[config.mk]
export PLATFORM = sky130hd
export DESIGN_NAME = sst_back
export DESIGN_NICKNAME = d
export VERILOG_FILES = /design/src/sv/sst_pkg.sv /design/src/sv/sst_back.sv
export SDC_FILE = /design/constraint.sdc
export NUM_CORES = 1
export LEC_CHECK = 0
export ABC_AREA = 1
export BUFFER_PORTS_ARGS = -buffer_cell sky130_fd_sc_hd__buf_2
export CORE_AREA = 8 8 211 213
export CTS_CLUSTER_DIAMETER = 50
export DETAILED_ROUTE_END_ITERATION = 10
export DIE_AREA = 0 0 219 221
export PLACE_DENSITY = 0.74
export SLEW_MARGIN = 30
export SYNTH_ARGS = -nofsm -noshare
export SYNTH_HDL_FRONTEND = slang
export SYNTH_SLANG_ARGS = --single-unit
[constraint.sdc]
create_clock -name clk -period 3.7 [get_ports clk]
set_input_delay 0.74 -clock clk [delete_from_list [all_inputs] [get_ports clk]]
set_output_delay 0.74 -clock clk [all_outputs]
set_load 0.1 [all_outputs]
[src/sv/sst_pkg.sv]
// Shared types and constants for the stereo segment triangulation block.
// No dependencies; every other file of the block imports this package.
package sst_pkg;

  localparam logic [19:0] Z_MAX = 20'hFFFFF;
  localparam logic [20:0] X_MAX = 21'h0FFFFF;
  localparam logic [20:0] X_MIN = 21'h100000;

  typedef enum logic [1:0] {
    ST_OK         = 2'd0,
    ST_SMALL_DISP = 2'd1,
    ST_HEIGHT     = 2'd2,
    ST_DEGEN      = 2'd3
  } status_t;

  localparam logic [2:0] CFG_FOCAL      = 3'd0;
  localparam logic [2:0] CFG_BASELINE   = 3'd1;
  localparam logic [2:0] CFG_CENTER_X   = 3'd2;
  localparam logic [2:0] CFG_CENTER_ROW = 3'd3;
  localparam logic [2:0] CFG_MIN_DISP   = 3'd4;
  localparam logic [2:0] CFG_MAX_H      = 3'd5;
  localparam logic [2:0] CFG_MIN_H      = 3'd6;
  localparam logic [2:0] CFG_EXTENT     = 3'd7;

  typedef struct packed {
    logic [11:0] focal_px;
    logic [9:0]  baseline_cm;
    logic [14:0] center_x;
    logic [14:0] center_row;
    logic [14:0] min_disparity;
    logic [15:0] max_height_cm;
    logic [15:0] min_height_cm;
    logic [15:0] min_extent;
  } sst_cfg_t;

  // Per-item flags that ride alongside the divider lanes.
  typedef struct packed {
    logic small_disp;
    logic height_rej;
    logic neg1;
    logic neg2;
  } sst_side_t;

endpackage

[src/sv/sst_back.sv]
// Back end: signs, closeness test, saturation, ordering and the output register.
// Three register stages. Depends on sst_pkg.
module sst_back #(
  parameter int DW = 34
) (
  input  logic               clk,
  input  logic               rst,
  input  logic               en,
  input  logic               in_valid,
  input  logic [DW-1:0]      quo [4],
  input  sst_pkg::sst_side_t side,
  input  logic [15:0]        min_extent,
  output logic               out_valid,
  output logic [1:0]         status,
  output logic signed [20:0] near_x,
  output logic [19:0]        near_z,
  output logic signed [20:0] far_x,
  output logic [19:0]        far_z
);
  import sst_pkg::*;

  localparam logic signed [DW:0] X_HI = (DW+1)'(1048575);
  localparam logic signed [DW:0] X_LO = ~X_HI;

  // Stage A: signed lateral positions.
  logic               va;
  logic [DW-1:0]      za1, za2;
  logic signed [DW:0] xa1, xa2;
  sst_side_t          sa;

  always_ff @(posedge clk) begin
    if (rst) va <= 1'b0;
    else if (en) va <= in_valid;
  end

  always_ff @(posedge clk) begin
    if (en) begin
      za1 <= quo[0];
      za2 <= quo[1];
      xa1 <= side.neg1 ? -$signed({1'b0, quo[2]}) : $signed({1'b0, quo[2]});
      xa2 <= side.neg2 ? -$signed({1'b0, quo[3]}) : $signed({1'b0, quo[3]});
      sa  <= side;
    end
  end

  // Stage B: closeness on the exact quotients, order and saturation.
  logic signed [DW+1:0] dxs, adx;
  logic signed [DW:0]   dzs, adz;
  logic                 vb, degb, gtb;
  logic [19:0]          zb1, zb2;
  logic [20:0]          xb1, xb2;
  sst_side_t            sb;

  assign dxs = xa1 - xa2;
  assign adx = dxs[DW+1] ? -dxs : dxs;
  assign dzs = $signed({1'b0, za1}) - $signed({1'b0, za2});
  assign adz = dzs[DW] ? -dzs : dzs;

  always_ff @(posedge clk) begin
    if (rst) vb <= 1'b0;
    else if (en) vb <= va;
  end

  always_ff @(posedge clk) begin
    if (en) begin
      degb <= ($unsigned(adx) < (DW+2)'(min_extent)) &&
              ($unsigned(adz) < (DW+1)'(min_extent));
      gtb  <= xa1 > xa2;
      zb1  <= (za1 > DW'(Z_MAX)) ? Z_MAX : za1[19:0];
      zb2  <= (za2 > DW'(Z_MAX)) ? Z_MAX : za2[19:0];
      xb1  <= (xa1 > X_HI) ? X_MAX : ((xa1 < X_LO) ? X_MIN : xa1[20:0]);
      xb2  <= (xa2 > X_HI) ? X_MAX : ((xa2 < X_LO) ? X_MIN : xa2[20:0]);
      sb   <= sa;
    end
  end

  // Stage C: status priority and the output register.
  status_t st;

  always_comb begin
    if (sb.small_disp) st = ST_SMALL_DISP;
    else if (sb.height_rej) st = ST_HEIGHT;
    else if (degb) st = ST_DEGEN;
    else st = ST_OK;
  end

  always_ff @(posedge clk) begin
    if (rst) out_valid <= 1'b0;
    else if (en) out_valid <= vb;
  end

  always_ff @(posedge clk) begin
    if (en) begin
      status <= st;
      if (st != ST_OK) begin
        near_x <= '0;
        near_z <= '0;
        far_x  <= '0;
        far_z  <= '0;
      end else if (gtb) begin
        near_x <= xb2;
        near_z <= zb2;
        far_x  <= xb1;
        far_z  <= zb1;
      end else begin
        near_x <= xb1;
        near_z <= zb1;
        far_x  <= xb2;
        far_z  <= zb2;
      end
    end
  end

endmodule
[After elaboration in Yosys (flattened, before gate mapping)]
Index checks and enable logic that the tools add are counted.
Word-level totals
  bits of input ports: 160
  output and inout port bits: 85
  word-level logic and storage cells: 54
  flip-flop bits (word level): 313
Operators by class
  $lt $le $gt $ge: 9
  add/sub/neg operators: 6
  mux-type cells: 13
  reductions and logical operators: 2
Operators by type and width (number)
  2-to-1 mux 21 bit: 4
  greater-than comparator 35 x 21 -> 1 bit (second input constant): 2
  less-than comparator 35 x 21 -> 1 bit (second input constant): 2
  negator 34 -> 35 bit: 2
  greater-than comparator 34 x 20 -> 1 bit (second input constant): 2
  2-to-1 mux 34 bit: 2
  2-to-1 mux 20 bit: 2
  less-than comparator 36 x 16 -> 1 bit: 1
  2-to-1 mux 36 bit: 1
  negator 36 bit: 1
  subtractor 35 x 35 -> 36 bit: 1
  greater-than comparator 35 bit: 1
  less-than comparator 35 x 16 -> 1 bit: 1
  2-to-1 mux 35 bit: 1
  negator 35 bit: 1
  subtractor 34 x 34 -> 35 bit: 1
  2-to-1 mux 2 bit: 3
  nonzero test 2 bit: 1
  logical AND 1 bit: 1

[Logic depth before layout (Yosys ltp)]
Gate-level depths: netlist of run 1.
  depth in word-level cells: 5
  depth in mapped cells: 38
  depth with buffers taken out: 36

[Worst setup path after synthesis of run 1]
Ideal clock, no wire load.
  path type: register to register
  from: register za1[0]
  to: register degb, data pin
  buffers on the path: 2
  library setup time: 0.135 ns
  clock period less this slack: 4.016 ns
  data arrival time: 3.881 ns
  required time: 3.565 ns
  stages on the path, launching flop included: 39
  setup slack: -0.316 ns
  cell sequence: edfxtp_1 inv_1 ha_1 inv_1 fa_1 nand3_1 nand2_2 nand2_1 nand2_1 nand2_1 nand2_1 nand3_1 nand2_1 nand2_1 nand2_2 inv_2 buf_2 buf_2 [3 not listed] ha_1 nand2_1 o21ai_0 a21oi_1 nand3_1 nand4_1 o211ai_1 nand2_1 nand3_1 nor2_1 nand2_1 nor2_1 nand2_1 nor2_1 nand2_1 nor2_1 nand2_1 nor2_2
On the way
  longest elaborated chain between the ends: 5
Ends and longest elaborated chain
  start: declaration: RTL line sst_back.sv:27  | logic [DW-1:0] za1, za2;
  start signal: assignment: RTL line sst_back.sv:38  | za1 <= quo[0];
  subtractor 34 x 34 -> 35 bit (*): RTL line sst_back.sv:56  | assign dzs = $signed({1'b0, za1}) - $signed({1'b0, za2});
  negator 35 bit: RTL line sst_back.sv:57  | assign adz = dzs[DW] ? -dzs : dzs;
  2-to-1 mux 35 bit (*): RTL line sst_back.sv:57
  less-than comparator 35 x 16 -> 1 bit (*): RTL line sst_back.sv:67  | ($unsigned(adz) < (DW+1)'(min_extent));
  logical AND 1 bit (*): RTL line sst_back.sv:66  | degb <= ($unsigned(adx) < (DW+2)'(min_extent)) &&
  end signal: assignment: RTL line sst_back.sv:66
  end: declaration: RTL line sst_back.sv:49  | logic vb, degb, gtb;
Every way passes the cells marked *; elsewhere a longest branch is shown, timed or not.
A chain may end at the register's enable or synchronous reset.

[Final worst setup path of run 1]
  from: register xa2[0]
  to: register degb, data pin
On the way
  longest elaborated chain between the ends: 5
Ends and longest elaborated chain
  start: declaration: RTL line sst_back.sv:28  | logic signed [DW:0] xa1, xa2;
  start signal: assignment: RTL line sst_back.sv:41  | xa2 <= side.neg2 ? -$signed({1'b0, quo[3]}) : $signed({1'b0, quo[3]});
  subtractor 35 x 35 -> 36 bit (*): RTL line sst_back.sv:54  | assign dxs = xa1 - xa2;
  negator 36 bit: RTL line sst_back.sv:55  | assign adx = dxs[DW+1] ? -dxs : dxs;
  2-to-1 mux 36 bit (*): RTL line sst_back.sv:55
  less-than comparator 36 x 16 -> 1 bit (*): RTL line sst_back.sv:66
  logical AND 1 bit (*): RTL line sst_back.sv:66
Marks and branches as above.

==> flow_metrics.tcl, run 1 <==
set metrics [dict create \
    viasPerCell 5.237 \
    die_h_um 221 \
    dp_hpwl_um 54070 \
    peakVddDrop_uv 410.9 \
    worst_pin_slew_ns 1.099 \
    mostFrequentLayoutCells "957 x nand2_1, 444 x inv_1, 418 x buf_4, 310 x edfxtp_1, 243 x buf_2" \
    netlist-cell-type-count 52 \
    cp.arrival_ns 4.51 \
    failed_checks "setup timing" \
    core_sq_um 41290 \
    period_share_pct 110.4 \
    yosysTopAreaCellShare_pct 42.50 \
    critPathSlowestCell "edfxtp_1" \
    final_common_cell "nand2_1" \
    floorplan.initialDensity_pct 53.04 \
    slew_viol_final 0 \
    drt_first_pass_iters 6 \
    endpoint_kind "flip-flop" \
    clk_latency_ns 0.58 \
    crit_path_max_incr_delay_ns 0.44 \
    synthFlopType "edfxtp_1" \
    routedWlPerCell_um 16.74 \
    vias 21600 \
    cts_root_buffer "clkbuf_16" \
    cts_made_buffers 36 \
    cts.clk_slew.worst_paths_ns 0.06 \
    maxCapViolations 0 \
    nets 3824 \
    synth_area_leader_cell "edfxtp_1" \
    syn_nets 3172 \
    die-area_sq_um 48400 \
    max_freq_mhz 244.8 \
    drc 0 \
    synth_edf_count 310 \
    fillerInstances 3336 \
    rsz0062_at_grt "true" \
    die_x_um 219 \
    p_leak_uw 0.01409 \
    path_class "flip-flop to flip-flop" \
    antenna_found_initial 3 \
    cp-start-kind "flip-flop" \
    htreeDepth 2 \
    setup_tns_ns -0.3858 \
    routed_wirelength_um 69030 \
    worst_slack_ns -0.3858 \
    row_count 75 \
    ys_seq_area_share_pct 42.78 \
    netlist_area_sq_um 21900 \
    ys_ff_latch 313 \
    grt_pass1_vias 20770 \
    setup_viol 1 \
    clock-sinks 313 \
    grt_util_all_layers_pct 27.38 \
    async_flop_share_pct 0 \
    clock_path_buffers 3 \
    drive_gt1_share_pct 26.17 \
    fin_util_pct 69.61 \
    syn_to_final_growth_pct 31.24 \
    holdWs_ns 0.3347 \
    crit_fanout 3 \
    fin_area_sq_um 28740 \
    avgSynthCellArea_sq_um 7.536 \
    synth_area_leaders "edfxtp_1 43%, nand2_1 17%, inv_1 7.7%" \
    relSlewSlack_pct 26.71 \
    required_ns 4.12 \
    synthCells 2906 \
    tritoncts "built" \
    status "complete, but fails checks" \
    hold_class "input pin to flip-flop" \
    drt_iter0_drc 2126 \
    fin_worst_skew_ns 0.02776 \
    ys_warn_count 0 \
    grt_overflow 0 \
    finalHoldViolCount 0 \
    port_buffers 244 \
    period_needed_ns 4.086 \
    dpl_cell_area_sq_um 26980 \
    io_pins 245 \
    grt_pass1_wl_um 106900 \
    p_per_area_nw_per_um2 490.2 \
    pre_cts_slack_ns -0.4395 \
    gp_congestion 0.9219 \
    drtAntennaViolNets 0 \
    grt_max_degree 83 \
]
[sequential cells by signal, indices dropped and copies added (netlist names), 2 cells and up]
name,cells
status,2
near_x,21
xb2,21
zb2,20
near_z,20
sb,2
xa2,35
xa1,35
far_x,21
za2,34
zb1,20
za1,34
xb1,21
far_z,20
sa,2
[critical path, delay by kind of cell, from the launching register on]
| kind | cells | cell delay (ns) |
|---|---|---|
| xor+xnor | 1 | 0.19 |
| flops | 1 | 0.44 |
| simple gates | 15 | 1.29 |
| compound gates | 4 | 0.78 |
| fa+ha+maj | 4 | 0.95 |
| buf+inv | 4 | 0.27 |
[per-layer routing]
layer	part of all wire, %	GRT usage, %
met5	0	0
met2	47	44.90
met4	2.2	7.836
met3	7.1	3.793
met1	44	37.40
[stage by stage]
| stage | instances | power, uW |
|---|---|---|
| 2_1_floorplan | 2906 | 7878 |
| 3_3_place_gp | 4036 | 9850 |
| 3_5_place_dp | 4036 | 9997 |
| 4_1_cts | 4113 | 13910 |
| 5_1_grt | 4123 | 14870 |
| 6_report | 4124 | 14090 |
[area by class of cell]
| class | instances | area (sq um) | area share [%] |
|---|---|---|---|
| multi-input combinational | 2070 | 11220 | 39.03 |
| inverter | 469 | 1768 | 6.151 |
| antenna | 1 | 2.502 | 0.008706 |
| clock inverter | 20 | 304.0 | 1.058 |
| tap | 539 | 674.4 | 2.346 |
| sequential | 313 | 9369 | 32.60 |
| clock buffer | 44 | 930.9 | 3.239 |
| timing repair buffer | 668 | 4476 | 15.57 |
[synthesized netlist by cell type (10+ instances only)]
cell type  number
nand2_1       974
inv_1         451
edfxtp_1      310
nor2_1        222
a21oi_1       190
nand3_1       177
ha_1          104
xor2_1         60
nand4_1        48
o21ai_0        47
clkbuf_1       43
xnor2_1        38
nand2_2        35
nor3_1         28
nor2_2         25
inv_2          18
nor4_1         15
nand3_2        14
nand3b_1       13
o21bai_1       10
[kinds of logic after synthesis]
family / share of synthesized area (%)
AO/OA/AOI/OAI: 7.170
XOR/XNOR: 3.919
adder cells (fa/ha/maj): 6.124
buffers and inverters: 9.066
flip-flops: 42.78
AND/OR/NAND/NOR: 30.94
[final timing paths]
path	from	end	slack (ns)	cells past startpoint
setup reg to reg	xa2[0]	degb	-0.39	28
hold reg to reg	sa[3]	sb[3]	0.41	0
hold / removal	quo[84]	za2[16]	0.33	1
setup / recovery	xa2[0]	degb	-0.39	28
[power by group]
group	total, uW	internal [uW]	switching [uW]
sequential	4360	4220	147
clock	3780	2250	1530
combinational	5950	2320	3620
total	14100	8790	5300
[repair_timing]
| action | CTS | global route |
|---|---|---|
| pin swaps | 19 | 26 |
| hold buffers | 0 | 0 |
| gates resized for setup | 34 | 52 |
| cloned | 1 | 0 |
| buffers inserted | 12 | 10 |
| setup endpoints to repair | 1 | 1 |
No activity file was read; power rests on OpenSTA's default activity.
==> inputs of run 2 (changes only) <==
CTS_BUF_LIST = sky130_fd_sc_hd__clkbuf_16   (was not set)
==> flow_metrics.tcl, run 2 (same netlist as run 1, synthesis figures left out) <==
set metrics [dict create \
    drive_gt1_share_pct 26.57 \
    holdBufCountCts 0 \
    mostFrequentLayoutCells "957 x nand2_1, 452 x inv_1, 424 x buf_4, 310 x edfxtp_1, 243 x buf_2" \
    die_x_um 219 \
    nets 3831 \
    top_regs "xa1: 35 flops, xa2: 35 flops" \
    viasPerCell 5.218 \
    dpl_cell_area_sq_um 26980 \
    worst_slack_ns -0.3908 \
    die_h_um 221 \
    cpMostUsedCell "nand2_1" \
    syn_to_final_growth_pct 31.88 \
    r2r-end "degb" \
    critPathSlowestCell "edfxtp_1" \
    cp-endpoint "degb" \
    grt_overflow 0 \
    finalPower_uw 14130 \
    busiest_layer "met2" \
    hold_class "input pin to flip-flop" \
    clock-sinks 313 \
    relSlewSlack_pct 25.11 \
    grt_util_all_layers_pct 27.40 \
    cts_made_buffers 36 \
    placed_cells 4036 \
    grt_max_degree 83 \
    grt.met2_usage_pct 45.00 \
    final_common_cell "nand2_1" \
    reg2reg_from "za2[0]" \
    fin_cells 4131 \
    clk_latency_ns 0.58 \
    period_needed_ns 4.091 \
    dp_hpwl_um 54070 \
    maxCapViolations 0 \
    htreeDepth 2 \
    cp-start-kind "flip-flop" \
    peakVddDrop_uv 409.9 \
    gr-usage-met3_pct 3.793 \
    routedWlPerCell_um 16.79 \
    tritoncts "built" \
    drc 0 \
    vias 21560 \
    drt_first_pass_iters 6 \
    routed_wirelength_um 69360 \
    max_freq_mhz 244.5 \
    fin_area_sq_um 28880 \
    grt_pass1_wl_um 107000 \
    crit_path_max_incr_delay_ns 0.44 \
    finalHoldViolCount 0 \
    io_pins 245 \
    drt_iter0_drc 2202 \
    cts.clk_slew.worst_paths_ns 0.06 \
    period_share_pct 110.6 \
    grt_use_met1_pct 37.37 \
    fin_worst_skew_ns 0.02683 \
    regToRegSetupSlack_ns -0.39 \
    cp.arrival_ns 4.52 \
    worst_pin_slew_ns 1.123 \
    endpoint_kind "flip-flop" \
    gp_congestion 0.9219 \
    port_buffers 244 \
    setup_viol 1 \
    failed_checks "setup timing" \
    grt_pass1_vias 20800 \
    crit_start "za2[0]" \
    die-area_sq_um 48400 \
    core_sq_um 41290 \
    status "complete, but fails checks" \
    cts_root_buffer "clkbuf_16" \
    drtAntennaViolNets 0 \
    crit_fanout 4 \
    p_per_area_nw_per_um2 489.1 \
    row_count 75 \
    floorplan.initialDensity_pct 53.04 \
    p_leak_uw 0.01417 \
    rsz0062_at_grt "true" \
    clock_path_buffers 3 \
    required_ns 4.13 \
    antenna_found_initial 3 \
    setup_tns_ns -0.3908 \
    ff2ff_path_depth 31 \
    slew_viol_final 0 \
    holdWs_ns 0.3380 \
    path_class "flip-flop to flip-flop" \
]
-- run 2: cell count changes in the layout (fill, tap and decap cells not counted), moves of 2 or more --
cell,delta
clkbuf_1,-8
ha_4,+2
o21ai_2,+2
ha_1,-2
inv_1,+8
a21oi_1,-5
a21oi_2,+4
nor2_4,+4
nor2_2,-3
o21ai_1,-2
buf_4,+6
-- run 2: final cells by class --
type	count	area (sq um)
Fill cell	3317	12410
Multi-Input combinational cell	2070	11300
Sequential cell	313	9369
Timing Repair Buffer	675	4532
Inverter	469	1768
Clock buffer	36	900.9
Tap cell	539	674.4
Clock inverter	28	334.1
Antenna cell	1	2.502
-- run 2: worst min-delay path by stage --
| stage | from | end | slack (ns) | depth (start not counted) |
|---|---|---|---|---|
| 2_1_floorplan | sa[2] | sb[2] | 0.40 | 0 |
| 6_report | quo[83] | za2[15] | 0.34 | 1 |
| 4_1_cts | quo[84] | za2[16] | 0.30 | 1 |
| 3_3_place_gp | sa[3] | sb[3] | 0.41 | 0 |
| 3_5_place_dp | sa[3] | sb[3] | 0.41 | 0 |
| 5_1_grt | quo[92] | za2[24] | 0.31 | 1 |
-- run 2: report_power, final --
part           internal, uW  switching (uW)  total (uW)  leakage (uW)
clock                  2220            1530        3750      0.000631
combinational          2350            3660        6010        0.0105
sequential             4220             148        4370       0.00303
total                  8800            5330       14100        0.0142
-- run 2: worst max-delay path: cells and delay by family, from the launching register on --
family | cells | cell delay (ns)
AOI/OAI and AO/OA | 3 | 0.35
xor gates and xnor gates | 1 | 0.14
adders and majority gates | 4 | 1.11
buffers and inverters | 3 | 0.20
DFF | 1 | 0.44
and+or+nand+nor | 20 | 1.68
-- run 2: timing repair --
item | CTS | global route
gates resized for setup | 35 | 68
endpoints found under the setup margin | 1 | 1
pin swaps | 22 | 42
gates cloned | 1 | 0
setup buffers | 13 | 16
-- run 2: per-layer routing --
layer	routed length [um]	part of all wire [%]	up-vias
met5	0	0	-
met4	1548	2.2	0
met3	4960	7.2	101
met2	32490	47	789
met1	30360	44	9951
li1	-	-	10720
-- run 2: metrics by stage --
| stage | util, % | setup slack [ns] |
|---|---|---|
| after global placement | 65.34 | -0.4054 |
| after detailed placement | 65.34 | -0.4395 |
| after CTS | 68.87 | -0.3231 |
| after floorplan | - | -0.09152 |
| after global routing | 69.95 | -0.7479 |
| final | 69.95 | -0.3908 |
